--- config.mk ---
export PLATFORM = sky130hd
export DESIGN_NAME = dda_line_rasterizer
export DESIGN_NICKNAME = d
export VERILOG_FILES = /design/src/sv/dlr_pkg.sv /design/src/sv/dlr_ctrl.sv /design/src/sv/dlr_datapath.sv /design/src/sv/dda_line_rasterizer.sv
export SDC_FILE = /design/constraint.sdc
export NUM_CORES = 2
export LEC_CHECK = 0
export BUFFER_PORTS_ARGS = -buffer_cell sky130_fd_sc_hd__buf_2
export CAP_MARGIN = 40
export CELL_PAD_IN_SITES_DETAIL_PLACEMENT = 0
export CELL_PAD_IN_SITES_GLOBAL_PLACEMENT = 1
export CORE_MARGIN = 1
export CORE_UTILIZATION = 49
export CTS_CLUSTER_SIZE = 40
export DETAILED_ROUTE_END_ITERATION = 8
export GPL_TIMING_DRIVEN = 0
export PLACE_DENSITY = 0.95
export SKIP_LAST_GASP = 1
export SYNTH_ARGS = -nofsm -noshare
export SYNTH_HDL_FRONTEND = slang
export SYNTH_HIERARCHICAL = 1
export SYNTH_SLANG_ARGS = --single-unit
--- constraint.sdc ---
create_clock -name aclk -period 14.6 [get_ports aclk]
set_input_delay 0.73 -clock aclk [delete_from_list [all_inputs] [get_ports aclk]]
set_output_delay 0.73 -clock aclk [all_outputs]
set_load 0.05 [all_outputs]
--- src/sv/dlr_pkg.sv ---
// Shared types and constants for the DDA line rasterizer.
// Used by dlr_ctrl, dlr_datapath and dda_line_rasterizer; no dependencies.
`default_nettype none

package dlr_pkg;

    // default geometry of the fixed-point position
    localparam int COORD_BITS_DEF = 12;
    localparam int FRAC_BITS_DEF  = 16;

    // configuration register widths
    localparam int BASE_W   = 32;
    localparam int DIM_W    = 13;
    localparam int PITCH_W  = 15;
    localparam int FMT_W    = 2;
    localparam int CFG_IDX_W = 3;

    // configuration register indexes
    localparam logic [CFG_IDX_W-1:0] REG_FB_BASE       = 3'd0;
    localparam logic [CFG_IDX_W-1:0] REG_SCREEN_WIDTH  = 3'd1;
    localparam logic [CFG_IDX_W-1:0] REG_SCREEN_HEIGHT = 3'd2;
    localparam logic [CFG_IDX_W-1:0] REG_ROW_PITCH     = 3'd3;
    localparam logic [CFG_IDX_W-1:0] REG_PIX_FMT       = 3'd4;

    // reset values
    localparam logic [BASE_W-1:0]  RST_FB_BASE       = 32'd0;
    localparam logic [DIM_W-1:0]   RST_SCREEN_WIDTH  = 13'd1024;
    localparam logic [DIM_W-1:0]   RST_SCREEN_HEIGHT = 13'd768;
    localparam logic [PITCH_W-1:0] RST_ROW_PITCH     = 15'd4096;
    localparam logic [FMT_W-1:0]   RST_PIX_FMT       = 2'd2;

    // input commands
    localparam logic CMD_START = 1'b0;
    localparam logic CMD_STEP  = 1'b1;

    // byte counts
    localparam logic [2:0] BYTES_3 = 3'd3;
    localparam logic [2:0] BYTES_4 = 3'd4;

    typedef enum logic [1:0] {
        ST_IDLE,
        ST_DIV,
        ST_PIX,
        ST_OUT
    } state_t;

    typedef struct packed {
        logic [BASE_W-1:0]  fb_base;
        logic [DIM_W-1:0]   screen_width;
        logic [DIM_W-1:0]   screen_height;
        logic [PITCH_W-1:0] row_pitch;
        logic [FMT_W-1:0]   pix_fmt;
    } cfg_t;

    // controller -> datapath
    typedef struct packed {
        logic load_start;  // start beat accepted
        logic load_step;   // step beat accepted
        logic div_run;     // one divide iteration
        logic pix_run;     // pixel address stage
        logic out_load;    // load output register
    } dp_cmd_t;

    // datapath -> controller
    typedef struct packed {
        logic steps_zero;  // incoming start describes a single pixel
        logic div_done;    // last divide iteration this cycle
        logic out_free;    // output register can take a beat
    } dp_stat_t;

endpackage

`default_nettype wire

--- src/sv/dlr_ctrl.sv ---
// Sequencing controller for the DDA line rasterizer.
// Depends on dlr_pkg; drives the datapath through dp_cmd_t.
`default_nettype none

module dlr_ctrl
    import dlr_pkg::*;
(
    input  wire logic     aclk,
    input  wire logic     aresetn,
    input  wire logic     s_valid,
    input  wire logic     s_command,
    output logic          s_ready,
    input  wire dp_stat_t stat,
    output dp_cmd_t       cmd
);

    state_t state_reg;
    state_t state_next;
    logic   accept;

    always_ff @(posedge aclk) begin
        if (!aresetn) begin
            state_reg <= ST_IDLE;
        end else begin
            state_reg <= state_next;
        end
    end

    always_comb begin
        state_next = state_reg;
        cmd        = '0;
        s_ready    = 1'b0;
        accept     = 1'b0;

        case (state_reg)
            ST_IDLE: begin
                s_ready = 1'b1;
            end
            ST_DIV: begin
                cmd.div_run = 1'b1;
                if (stat.div_done) begin
                    state_next = ST_PIX;
                end
            end
            ST_PIX: begin
                cmd.pix_run = 1'b1;
                state_next  = ST_OUT;
            end
            ST_OUT: begin
                // the finished beat leaves and the next one may come in together
                if (stat.out_free) begin
                    cmd.out_load = 1'b1;
                    s_ready      = 1'b1;
                    state_next   = ST_IDLE;
                end
            end
            default: begin
                state_next = ST_IDLE;
            end
        endcase

        accept = s_valid && s_ready;
        if (accept) begin
            if (s_command == CMD_START) begin
                cmd.load_start = 1'b1;
                state_next     = stat.steps_zero ? ST_PIX : ST_DIV;
            end else begin
                cmd.load_step = 1'b1;
                state_next    = ST_PIX;
            end
        end
    end

endmodule

`default_nettype wire

--- src/sv/dlr_datapath.sv ---
// Datapath of the DDA line rasterizer: endpoint setup, serial increment
// divider, position accumulators, address formatting and output register.
// Depends on dlr_pkg; controlled by dlr_ctrl.
`default_nettype none

module dlr_datapath
    import dlr_pkg::*;
#(
    parameter int COORD_BITS = COORD_BITS_DEF,
    parameter int FRAC_BITS  = FRAC_BITS_DEF
) (
    input  wire logic                  aclk,
    input  wire logic                  aresetn,
    input  wire cfg_t                  cfg,
    input  wire logic [COORD_BITS-1:0] s_start_x,
    input  wire logic [COORD_BITS-1:0] s_start_y,
    input  wire logic [COORD_BITS-1:0] s_end_x,
    input  wire logic [COORD_BITS-1:0] s_end_y,
    input  wire logic [31:0]           s_line_color,
    input  wire dp_cmd_t               cmd,
    output dp_stat_t                   stat,
    input  wire logic                  m_ready,
    output logic                       m_valid,
    output logic [31:0]                m_write_address,
    output logic [31:0]                m_write_data,
    output logic [2:0]                 m_byte_count,
    output logic                       m_write_enable,
    output logic                       m_last_pixel,
    output logic                       m_no_line
);

    localparam int C      = COORD_BITS;
    localparam int F      = FRAC_BITS;
    localparam int POS_W  = C + 1 + F;
    localparam int STEP_W = F + 2;
    localparam int Q_W    = F + 1;
    localparam int REM_W  = C + 1;
    localparam int CNT_W  = $clog2(F + 1);
    localparam int PROD_W = C + PITCH_W;
    localparam int XOFF_W = C + 2;
    localparam int CMP_W  = (C > DIM_W) ? C : DIM_W;

    // line state
    logic [POS_W-1:0]  x_pos_reg, x_pos_next;
    logic [POS_W-1:0]  y_pos_reg, y_pos_next;
    logic [STEP_W-1:0] x_step_reg, x_step_next;
    logic [STEP_W-1:0] y_step_reg, y_step_next;
    logic [C-1:0]      pixels_left_reg, pixels_left_next;
    logic [31:0]       color_reg, color_next;
    logic              active_reg, active_next;
    logic              last_reg, last_next;
    logic              nl_reg, nl_next;

    // divider
    logic [C-1:0]      steps_reg, steps_next;
    logic [REM_W-1:0]  rem_x_reg, rem_x_next;
    logic [REM_W-1:0]  rem_y_reg, rem_y_next;
    logic [Q_W-1:0]    q_x_reg, q_x_next;
    logic [Q_W-1:0]    q_y_reg, q_y_next;
    logic [CNT_W-1:0]  cnt_reg, cnt_next;
    logic              x_neg_reg, x_neg_next;
    logic              y_neg_reg, y_neg_next;

    // pixel stage
    logic [PROD_W-1:0] prod_reg, prod_next;
    logic [XOFF_W-1:0] xoff_reg, xoff_next;
    logic              en_reg, en_next;
    logic              plast_reg, plast_next;
    logic              pnl_reg, pnl_next;

    // output register
    logic              m_valid_reg, m_valid_next;
    logic [31:0]       addr_reg, addr_next;
    logic [31:0]       data_reg, data_next;
    logic [2:0]        bcnt_reg, bcnt_next;
    logic              wen_reg, wen_next;
    logic              olast_reg, olast_next;
    logic              onl_reg, onl_next;

    // combinational helpers
    logic [REM_W-1:0]  dx, dy, dx_neg, dy_neg;
    logic [C-1:0]      abs_x, abs_y, steps_in;
    logic              ge_x, ge_y;
    logic [REM_W-1:0]  r_x, r_y;
    logic [Q_W-1:0]    q_x_it, q_y_it;
    logic [STEP_W-1:0] qx_ext, qy_ext;
    logic [C-1:0]      pl_dec;
    logic [C-1:0]      px, py;
    logic              on_screen;
    logic              bpp4;

    // setup from the incoming endpoints
    always_comb begin
        dx       = {1'b0, s_end_x} - {1'b0, s_start_x};
        dy       = {1'b0, s_end_y} - {1'b0, s_start_y};
        dx_neg   = -dx;
        dy_neg   = -dy;
        abs_x    = dx[C] ? dx_neg[C-1:0] : dx[C-1:0];
        abs_y    = dy[C] ? dy_neg[C-1:0] : dy[C-1:0];
        steps_in = (abs_x >= abs_y) ? abs_x : abs_y;
    end

    // one restoring step per lane: remainder stays below twice the divisor
    always_comb begin
        ge_x   = rem_x_reg >= {1'b0, steps_reg};
        ge_y   = rem_y_reg >= {1'b0, steps_reg};
        r_x    = ge_x ? (rem_x_reg - {1'b0, steps_reg}) : rem_x_reg;
        r_y    = ge_y ? (rem_y_reg - {1'b0, steps_reg}) : rem_y_reg;
        q_x_it = {q_x_reg[Q_W-2:0], ge_x};
        q_y_it = {q_y_reg[Q_W-2:0], ge_y};
        qx_ext = {1'b0, q_x_it};
        qy_ext = {1'b0, q_y_it};
    end

    assign bpp4   = cfg.pix_fmt[1];
    assign pl_dec = pixels_left_reg - 1'b1;
    assign px     = x_pos_reg[POS_W-2:F];
    assign py     = y_pos_reg[POS_W-2:F];
    assign on_screen = !x_pos_reg[POS_W-1] && !y_pos_reg[POS_W-1]
                    && (CMP_W'(px) < CMP_W'(cfg.screen_width))
                    && (CMP_W'(py) < CMP_W'(cfg.screen_height));

    assign stat.steps_zero = (steps_in == '0);
    assign stat.div_done   = (cnt_reg == '0);
    assign stat.out_free   = !m_valid_reg || m_ready;

    always_comb begin
        x_pos_next       = x_pos_reg;
        y_pos_next       = y_pos_reg;
        x_step_next      = x_step_reg;
        y_step_next      = y_step_reg;
        pixels_left_next = pixels_left_reg;
        color_next       = color_reg;
        active_next      = active_reg;
        last_next        = last_reg;
        nl_next          = nl_reg;
        steps_next       = steps_reg;
        rem_x_next       = rem_x_reg;
        rem_y_next       = rem_y_reg;
        q_x_next         = q_x_reg;
        q_y_next         = q_y_reg;
        cnt_next         = cnt_reg;
        x_neg_next       = x_neg_reg;
        y_neg_next       = y_neg_reg;

        if (cmd.load_start) begin
            x_pos_next       = {1'b0, s_start_x, {F{1'b0}}};
            y_pos_next       = {1'b0, s_start_y, {F{1'b0}}};
            x_step_next      = '0;
            y_step_next      = '0;
            color_next       = s_line_color;
            pixels_left_next = steps_in;
            active_next      = (steps_in != '0);
            last_next        = (steps_in == '0);
            nl_next          = 1'b0;
            steps_next       = steps_in;
            rem_x_next       = {1'b0, abs_x};
            rem_y_next       = {1'b0, abs_y};
            q_x_next         = '0;
            q_y_next         = '0;
            cnt_next         = CNT_W'(F);
            x_neg_next       = dx[C];
            y_neg_next       = dy[C];
        end else if (cmd.load_step) begin
            if (active_reg) begin
                x_pos_next = x_pos_reg
                           + {{(POS_W-STEP_W){x_step_reg[STEP_W-1]}}, x_step_reg};
                y_pos_next = y_pos_reg
                           + {{(POS_W-STEP_W){y_step_reg[STEP_W-1]}}, y_step_reg};
                pixels_left_next = pl_dec;
                active_next      = (pl_dec != '0);
                last_next        = (pl_dec == '0);
                nl_next          = 1'b0;
            end else begin
                last_next = 1'b0;
                nl_next   = 1'b1;
            end
        end else if (cmd.div_run) begin
            rem_x_next = {r_x[C-1:0], 1'b0};
            rem_y_next = {r_y[C-1:0], 1'b0};
            q_x_next   = q_x_it;
            q_y_next   = q_y_it;
            cnt_next   = cnt_reg - 1'b1;
            if (cnt_reg == '0) begin
                // truncation toward zero: divide magnitudes, then apply sign
                x_step_next = x_neg_reg ? -qx_ext : qx_ext;
                y_step_next = y_neg_reg ? -qy_ext : qy_ext;
            end
        end
    end

    // pixel stage: clip test and the address products
    always_comb begin
        prod_next  = prod_reg;
        xoff_next  = xoff_reg;
        en_next    = en_reg;
        plast_next = plast_reg;
        pnl_next   = pnl_reg;
        if (cmd.pix_run) begin
            prod_next  = PROD_W'(py) * PROD_W'(cfg.row_pitch);
            xoff_next  = bpp4 ? {px, 2'b00} : ({1'b0, px, 1'b0} + {2'b00, px});
            en_next    = on_screen && !nl_reg;
            plast_next = last_reg;
            pnl_next   = nl_reg;
        end
    end

    // output register
    always_comb begin
        m_valid_next = m_valid_reg;
        addr_next    = addr_reg;
        data_next    = data_reg;
        bcnt_next    = bcnt_reg;
        wen_next     = wen_reg;
        olast_next   = olast_reg;
        onl_next     = onl_reg;
        if (m_ready) begin
            m_valid_next = 1'b0;
        end
        if (cmd.out_load) begin
            m_valid_next = 1'b1;
            addr_next    = en_reg ? (cfg.fb_base + 32'(prod_reg) + 32'(xoff_reg))
                                  : 32'd0;
            data_next    = en_reg ? {(bpp4 ? color_reg[31:24] : 8'h00),
                                     color_reg[7:0], color_reg[15:8], color_reg[23:16]}
                                  : 32'd0;
            bcnt_next    = bpp4 ? BYTES_4 : BYTES_3;
            wen_next     = en_reg;
            olast_next   = plast_reg;
            onl_next     = pnl_reg;
        end
    end

    always_ff @(posedge aclk) begin
        if (!aresetn) begin
            active_reg  <= 1'b0;
            m_valid_reg <= 1'b0;
            x_pos_reg   <= '0;
            y_pos_reg   <= '0;
            x_step_reg  <= '0;
            y_step_reg  <= '0;
            pixels_left_reg <= '0;
            color_reg   <= '0;
        end else begin
            active_reg  <= active_next;
            m_valid_reg <= m_valid_next;
            x_pos_reg   <= x_pos_next;
            y_pos_reg   <= y_pos_next;
            x_step_reg  <= x_step_next;
            y_step_reg  <= y_step_next;
            pixels_left_reg <= pixels_left_next;
            color_reg   <= color_next;
        end
    end

    always_ff @(posedge aclk) begin
        last_reg  <= last_next;
        nl_reg    <= nl_next;
        steps_reg <= steps_next;
        rem_x_reg <= rem_x_next;
        rem_y_reg <= rem_y_next;
        q_x_reg   <= q_x_next;
        q_y_reg   <= q_y_next;
        cnt_reg   <= cnt_next;
        x_neg_reg <= x_neg_next;
        y_neg_reg <= y_neg_next;
        prod_reg  <= prod_next;
        xoff_reg  <= xoff_next;
        en_reg    <= en_next;
        plast_reg <= plast_next;
        pnl_reg   <= pnl_next;
        addr_reg  <= addr_next;
        data_reg  <= data_next;
        bcnt_reg  <= bcnt_next;
        wen_reg   <= wen_next;
        olast_reg <= olast_next;
        onl_reg   <= onl_next;
    end

    assign m_valid         = m_valid_reg;
    assign m_write_address = addr_reg;
    assign m_write_data    = data_reg;
    assign m_byte_count    = bcnt_reg;
    assign m_write_enable  = wen_reg;
    assign m_last_pixel    = olast_reg;
    assign m_no_line       = onl_reg;

endmodule

`default_nettype wire

--- src/sv/dda_line_rasterizer.sv ---
// DDA line rasterizer: s_ channel takes start and step commands, m_ channel
// gives one framebuffer write beat per command. A start beat loads the
// endpoints and color and yields pixel 0; each step beat yields the next
// pixel until max(|dx|,|dy|)+1 pixels are out. A step with no line active
// yields a beat with no_line set and write_enable low.
// A step beat goes through the pixel stage and then the output register; a
// start beat first passes through the bit-serial divider that forms both
// increments (one quotient bit per cycle per axis). A zero-length start
// skips the divider. A new command is not taken while one is in the divider
// or pixel stage; s_ready rises in the cycle the previous beat moves into
// the output register, so a waiting result does not hold off the next
// command. If m_ready stays low the finished beat waits in the output
// register and the block holds its next result in the pixel stage.
// Configuration writes go through cfg_write_enable/cfg_index/cfg_data, take
// effect at once and must only be issued while the block is idle.
// Reset (aresetn low, synchronous): the configuration registers return to
// their defaults, no line is active and m_valid drops.
// Depends on dlr_pkg, dlr_ctrl and dlr_datapath.
`default_nettype none

module dda_line_rasterizer
    import dlr_pkg::*;
#(
    parameter int COORD_BITS = COORD_BITS_DEF,
    parameter int FRAC_BITS  = FRAC_BITS_DEF
) (
    input  wire logic                  aclk,
    input  wire logic                  aresetn,
    input  wire logic                  cfg_write_enable,
    input  wire logic [CFG_IDX_W-1:0]  cfg_index,
    input  wire logic [31:0]           cfg_data,
    input  wire logic                  s_valid,
    output logic                       s_ready,
    input  wire logic                  s_command,
    input  wire logic [COORD_BITS-1:0] s_start_x,
    input  wire logic [COORD_BITS-1:0] s_start_y,
    input  wire logic [COORD_BITS-1:0] s_end_x,
    input  wire logic [COORD_BITS-1:0] s_end_y,
    input  wire logic [31:0]           s_line_color,
    output logic                       m_valid,
    input  wire logic                  m_ready,
    output logic [31:0]                m_write_address,
    output logic [31:0]                m_write_data,
    output logic [2:0]                 m_byte_count,
    output logic                       m_write_enable,
    output logic                       m_last_pixel,
    output logic                       m_no_line
);

    cfg_t     cfg_reg, cfg_next;
    dp_cmd_t  cmd;
    dp_stat_t stat;

    always_comb begin
        cfg_next = cfg_reg;
        if (cfg_write_enable) begin
            case (cfg_index)
                REG_FB_BASE:       cfg_next.fb_base       = cfg_data[BASE_W-1:0];
                REG_SCREEN_WIDTH:  cfg_next.screen_width  = cfg_data[DIM_W-1:0];
                REG_SCREEN_HEIGHT: cfg_next.screen_height = cfg_data[DIM_W-1:0];
                REG_ROW_PITCH:     cfg_next.row_pitch     = cfg_data[PITCH_W-1:0];
                REG_PIX_FMT:       cfg_next.pix_fmt       = cfg_data[FMT_W-1:0];
                default: begin
                end
            endcase
        end
    end

    always_ff @(posedge aclk) begin
        if (!aresetn) begin
            cfg_reg.fb_base       <= RST_FB_BASE;
            cfg_reg.screen_width  <= RST_SCREEN_WIDTH;
            cfg_reg.screen_height <= RST_SCREEN_HEIGHT;
            cfg_reg.row_pitch     <= RST_ROW_PITCH;
            cfg_reg.pix_fmt       <= RST_PIX_FMT;
        end else begin
            cfg_reg <= cfg_next;
        end
    end

    dlr_ctrl u_ctrl (
        .aclk      (aclk),
        .aresetn   (aresetn),
        .s_valid   (s_valid),
        .s_command (s_command),
        .s_ready   (s_ready),
        .stat      (stat),
        .cmd       (cmd)
    );

    dlr_datapath #(
        .COORD_BITS (COORD_BITS),
        .FRAC_BITS  (FRAC_BITS)
    ) u_datapath (
        .aclk            (aclk),
        .aresetn         (aresetn),
        .cfg             (cfg_reg),
        .s_start_x       (s_start_x),
        .s_start_y       (s_start_y),
        .s_end_x         (s_end_x),
        .s_end_y         (s_end_y),
        .s_line_color    (s_line_color),
        .cmd             (cmd),
        .stat            (stat),
        .m_ready         (m_ready),
        .m_valid         (m_valid),
        .m_write_address (m_write_address),
        .m_write_data    (m_write_data),
        .m_byte_count    (m_byte_count),
        .m_write_enable  (m_write_enable),
        .m_last_pixel    (m_last_pixel),
        .m_no_line       (m_no_line)
    );

`ifndef ASSERT_OFF
    // a new beat never overwrites one that has not been taken
    a_out_load_free: assert property (@(posedge aclk) disable iff (!aresetn)
        cmd.out_load |-> (!m_valid || m_ready))
        else $error("output register overwritten while full");

    // a step without a line writes nothing and ends nothing
    a_no_line_clean: assert property (@(posedge aclk) disable iff (!aresetn)
        (m_valid && m_no_line) |-> (!m_write_enable && !m_last_pixel
                                    && m_write_address == 32'd0))
        else $error("no-line beat carries a write");

    // byte count follows the current pixel format
    a_byte_count: assert property (@(posedge aclk) disable iff (!aresetn)
        m_valid |-> (m_byte_count == (cfg_reg.pix_fmt[1] ? BYTES_4 : BYTES_3)))
        else $error("byte count does not match pixel format");
`endif

endmodule

`default_nettype wire
; ---- After elaboration in Yosys (flattened, before gate mapping)
; Cells that the tools add are included.
[word_totals]
register_bits = 410
elab_cells = 156
[op_classes]
addsub = 15
mul = 1
order_cmp = 5
n_eq_ne = 10
muxes = 47
n_bitwise = 2
reduce_logical = 35
[op_table]
columns = operator, n
row1 = 12-bit two-way mux, 14
row2 = 28-bit two-way mux, 6
row3 = 29-bit adder, 2
row4 = 18-bit two-way mux, 2
row5 = 17-bit negation with 18-bit output, 2
row6 = 32-bit by 14-bit adder with 32-bit output, 1
row7 = 32-bit by 27-bit adder with 32-bit output, 1
row8 = 12-bit by 15-bit multiplier with 27-bit output, 1
row9 = 13-bit by 12-bit >= comparator with 1-bit output, 2
row10 = 12-bit by 13-bit < comparator with 1-bit output, 2
row11 = 12-bit by 12-bit subtractor with 13-bit output, 2
row12 = 12-bit zero test, 2
row13 = 12-bit negation, 2
row14 = 12-bit nonzero test, 2
row15 = 12-bit subtractor, 2
row16 = 2-bit AND reduction, 10
row17 = 1-bit two-way mux, 15
row18 = 13-bit by 12-bit adder with 14-bit output, 1
row19 = 14-bit two-way mux, 1
row20 = 12-bit >= comparator, 1
row21 = 2-bit two-way mux, 6
row22 = 12-bit by 1-bit subtractor with 12-bit output (second input constant), 1
row23 = 2-bit nonzero test, 4
row24 = 3-bit by 2-bit equality test with 1-bit output (second input constant), 2
row25 = 20 further kinds, 31

; ---- Logic depth before layout (Yosys ltp)
[depth]
word_depth = 9
ltp_mapped = 25
depth_no_buf = 24

; ---- Cells and area by module
; The synthesis kept the hierarchy.
[modules_own_cells]
columns = module, instances, cells_each, area_per_inst_um2, seq_area_each_um2
row1 = dlr_datapath, 1, 3083, 27473.8, 8167.8
row2 = dda_line_rasterizer, 1, 287, 2886.5, 1501.4
row3 = dlr_ctrl, 1, 26, 227.7, 40.0

; ---- Worst setup path after synthesis
; OpenSTA, ideal clock, no wires.
[synth_timing]
path_type = register -> register
startpoint = reg u_datapath.y_pos_reg[27]
endpoint = reg u_datapath.prod_reg[26], data pin
setup_time_ps = 261
t_arrival_ps = 5654
required_time_ps = 14339
path_slack_ps = 8685
stages_incl_launch_ff = 21
n_path_buf = 1
period_less_slack_ps = 5915
path_cell_list = dfxtp_1 -> clkbuf_1 -> nand2_1 -> fa_1 -> inv_1 -> fa_1 -> inv_1 -> fa_1 -> inv_1 -> fa_1 -> inv_1 -> fa_1 -> inv_1 -> ha_1 -> and3_1 -> a221o_1 -> a21oi_1 -> o22ai_1 -> o41a_1 -> a41o_1 -> a311o_1
[synth_via]
elab_chain_cells = 1
[synth_lines]
columns = element, line_no
row1 = from (decl), dlr_datapath.sv:45  ; logic [POS_W-1:0] y_pos_reg, y_pos_next;
row2 = from (signal assigned), dlr_datapath.sv:248  ; y_pos_reg <= y_pos_next;
row3 = 12-bit by 15-bit multiplier with 27-bit output, dlr_datapath.sv:200  ; prod_next = PROD_W'(py) * PROD_W'(cfg.row_pitch);
row4 = to (signal assigned), dlr_datapath.sv:267  ; prod_reg <= prod_next;
row5 = to (decl), dlr_datapath.sv:65  ; logic [PROD_W-1:0] prod_reg, prod_next;
; No other way between the ends.
; A chain may end at the register's enable or synchronous reset.

; ---- Final worst setup path
[layout_timing]
startpoint = reg u_datapath.y_pos_reg[21]
endpoint = reg u_datapath.prod_reg[26], data pin
; The elaborated chain is that of the path after synthesis.

==> metrics list <==
* Transition time at the pin with the least slew margin: 0.869 ns
* Count of buffers from port buffering: about 190
* Area growth from synthesis to layout: 12.1%
- At the later pin of the worst-skew pair, clock insertion delay measures roughly 0.62 ns.
- At the end of routability-driven placement, the weighted congestion stood at 0.923.
- Met2 layer usage reported by global route: 44.4%
* Most heavily used metal layer in global routing: met2
- During synthesis, Yosys emitted a total of 6 warnings.
* Setup TNS: 0 ns
- Met1 Resource Use GR: around a third
- Post-Place Setup Slack: roughly 7.7 ns
- Remaining DRCs: 0
- Worst setup startpoint: u_datapath/y_pos_reg[21]
- Crit path setup slack, layout: 7.65 ns
- After synthesis the cells add up to 30600 um2.
* Arrival @ worst endpoint: 7.30 ns
* Reg2reg setup slack: 7.65 ns
- In the global route stage, overall resource usage came out at 26.5%.
* Worst hold margin: 0.366 ns
- Crit start category: register
- Overall power consumption after layout is estimated at slightly below 5 mW.
- The floorplan step defined a die boundary enclosing between 60000 and 70000 um2.
- Final core utilization: 55.5%
* CORE AREA: between 60000 and 70000 um2
- Clk_skew: between 0.05 and 0.06 ns
- Sequential group share of total power: 32.4%
* Critical Path End Type: register
- Static leakage: between 15 and 20 nW
- Aggregate global routing overflow: 0
- Post-DRT Antenna Nets: 0
* Crit Path Category: reg -> reg
- The number of placed instances, taps included, is 4429.
* Number of iterations in the first detailed-routing pass: 5
- Detailed placement ended at an HPWL of ~66000 um.
* Mean instance size in the synthesized netlist: 9.01 um2
* Sinks on the clock net: 408
- Number of H-tree levels: 2
* Post-CTS Hold Buffers: 0
- For the worst flop-to-flop path, the logic depth is 21.
- Pin count of the biggest net entering global routing: between 60 and 70
- Net switching is 40.4% of the power.
* Max frequency: 0.144 GHz
- Total via count in the routed design: about 25000
- Vias per cell: about 5.6
* First-pass GRT wire length: 132000 um
- The finished cells cover approximately 34000 um2.
- The register with the most flip-flops in the layout has 74 of them.
* CTS clock-pin slew for the worst setup and hold paths: 0.06 ns
* Final number of hold-violating endpoints: 0
- Number of gates given a new drive strength after cts: 0
- In this run the tightest slew margin relative to its limit is 41.2%.
- At the worst endpoint, the required time is 14.95 ns.
- Effective utilization at floorplan: 49.5%
* Comb power frac: 43.5%
- After detailed routing, the total wire length is 84000 um.
- Reg2reg end: u_datapath/prod_reg[26]
* Master cell of the clock root buffer: clkbuf_16
- Dividing the detail-routed wire length by the instance count gives 18.6 um.
- Type of the most critical hold path: in -> reg
* Critical Path Fanout Max: 10
- Areal power density over the cells: 145 nW/um2
- Once the clock tree was built, the setup fixing pass inserted 0 buffers.
* CTS tree: done
- In this run the power spent charging and discharging nets is 2.01 mW.
- Number of global-route vias before repair: 24300
- Across the run, the number of max-cap violations was 0.
* Internal: 2.96 mW
* Ratio of cells with drive above 1 in the final layout: 9.61%
* Final count of negative-setup-slack endpoints: 0
* Number of DRC violations after detailed-routing iteration 0: approximately 1600
- Antenna fix cells: 0
- After floorplanning, the core was divided into 91 placement rows.
- RSZ-0062 raised after global routing: no
* Worst vdd rail ir drop: 0.0888 mV
* CTS Buf Count: 45
- 193 I/O pins were placed.
- In the finished design, the share of the clock period the worst path needs comes to 47.6%.
- Part of the total power dissipated in the clock network: 24.1%
- Count of mapped cells out of synthesis: 3393
* Nets@finish: 4179
* Result of the run: finished, final reports clean
- Global routing met3 resource utilization: 3.97%
* Nets in the synthesized netlist: 3933
- Placed Instance Area: between 30000 and 40000 um2
- Chip Height: 252 um
- The number of antenna violations at the first check in global routing is 0.
* Non-filler instance count after layout: ~4500
- Pins Over Slew Limit: 0
- Last element of the critical path: u_datapath/prod_reg[26]
- The clock period could shrink to 6.95 ns.
* Number of buffers on the longest clock path: 3
* Die extent in x: 252 um
- The startpoint identified for the worst register-to-register timing path is u_datapath/y_pos_reg[21].
placed cells by master, fill, tap and decap left out, drive strengths merged, types with 42 or more instances in the layout:
| cell | instances |
|---|---|
| nand2 | 475 |
| clkbuf | 176 |
| edfxtp | 152 |
| nand3 | 42 |
| nor3 | 51 |
| dfxtp | 256 |
| a211oi | 60 |
| nor2b | 43 |
| a21oi | 228 |
| a21o | 72 |
| o21ai | 118 |
| mux2i | 125 |
| buf | 217 |
| nor2 | 236 |
| xor2 | 77 |
| inv | 315 |
| and2 | 113 |
| fa | 152 |
| xnor2 | 90 |
| ha | 267 |
how the worst min path moves through the flow:
stage | from | depth (start not counted) | endpoint
floorplan | u_datapath/plast_reg | 0 | u_datapath/m_last_pixel
global placement | u_datapath/pnl_reg | 0 | u_datapath/m_no_line
detailed placement | u_datapath/plast_reg | 0 | u_datapath/m_last_pixel
CTS | s_line_color[9] | 3 | u_datapath/color_reg[9]
global route | cfg_data[19] | 3 | cfg_reg[62]
finish | s_line_color[9] | 3 | u_datapath/color_reg[9]
power groups by stage:
stage	sequential [mW]	combinational, mW	clock [mW]
6_report	1.61	2.17	1.20
2_1_floorplan	1.64	1.52	0
3_3_place_gp	1.63	2.07	0
5_1_grt	1.63	2.38	1.27
3_5_place_dp	1.63	2.12	0
4_1_cts	1.61	2.14	1.22
area by class of cell:
| cell class | instances | area, um2 |
|---|---|---|
| plain buffers | 137 | 591 |
| clock buffers | 57 | 1260 |
| clock inverters | 26 | 300 |
| fillers | 5537 | 27500 |
| inverters | 308 | 1160 |
| multi-input cells | 2540 | 19100 |
| flip-flops and latches | 408 | 9690 |
| well taps | 837 | 1050 |
| repair buffers | 199 | 1080 |
metal layers:
layer	wire, um	share of wire, %
met5	0	0
met4	2820	3.4
met3	4840	5.8
met2	39100	47
met1	37200	44
critical path, stage by stage (launching register included):
cell and delay, ns:
dfxtp_1 0.67, clkbuf_1 0.45, nand2_1 0.17, fa_1 0.62, fa_1 0.45, fa_1 0.49
inv_1 0.05, fa_1 0.53, inv_1 0.05, fa_1 0.55, inv_1 0.05, ha_1 0.32
o21a_1 0.14, o21ai_0 0.09, and2_1 0.17, a311oi_1 0.59, a21oi_1 0.23, o22ai_1 0.25
o41a_1 0.21, a41o_1 0.24, nor4_1 0.07, a311o_1 0.34
No activity file was read; power rests on OpenSTA's default activity.
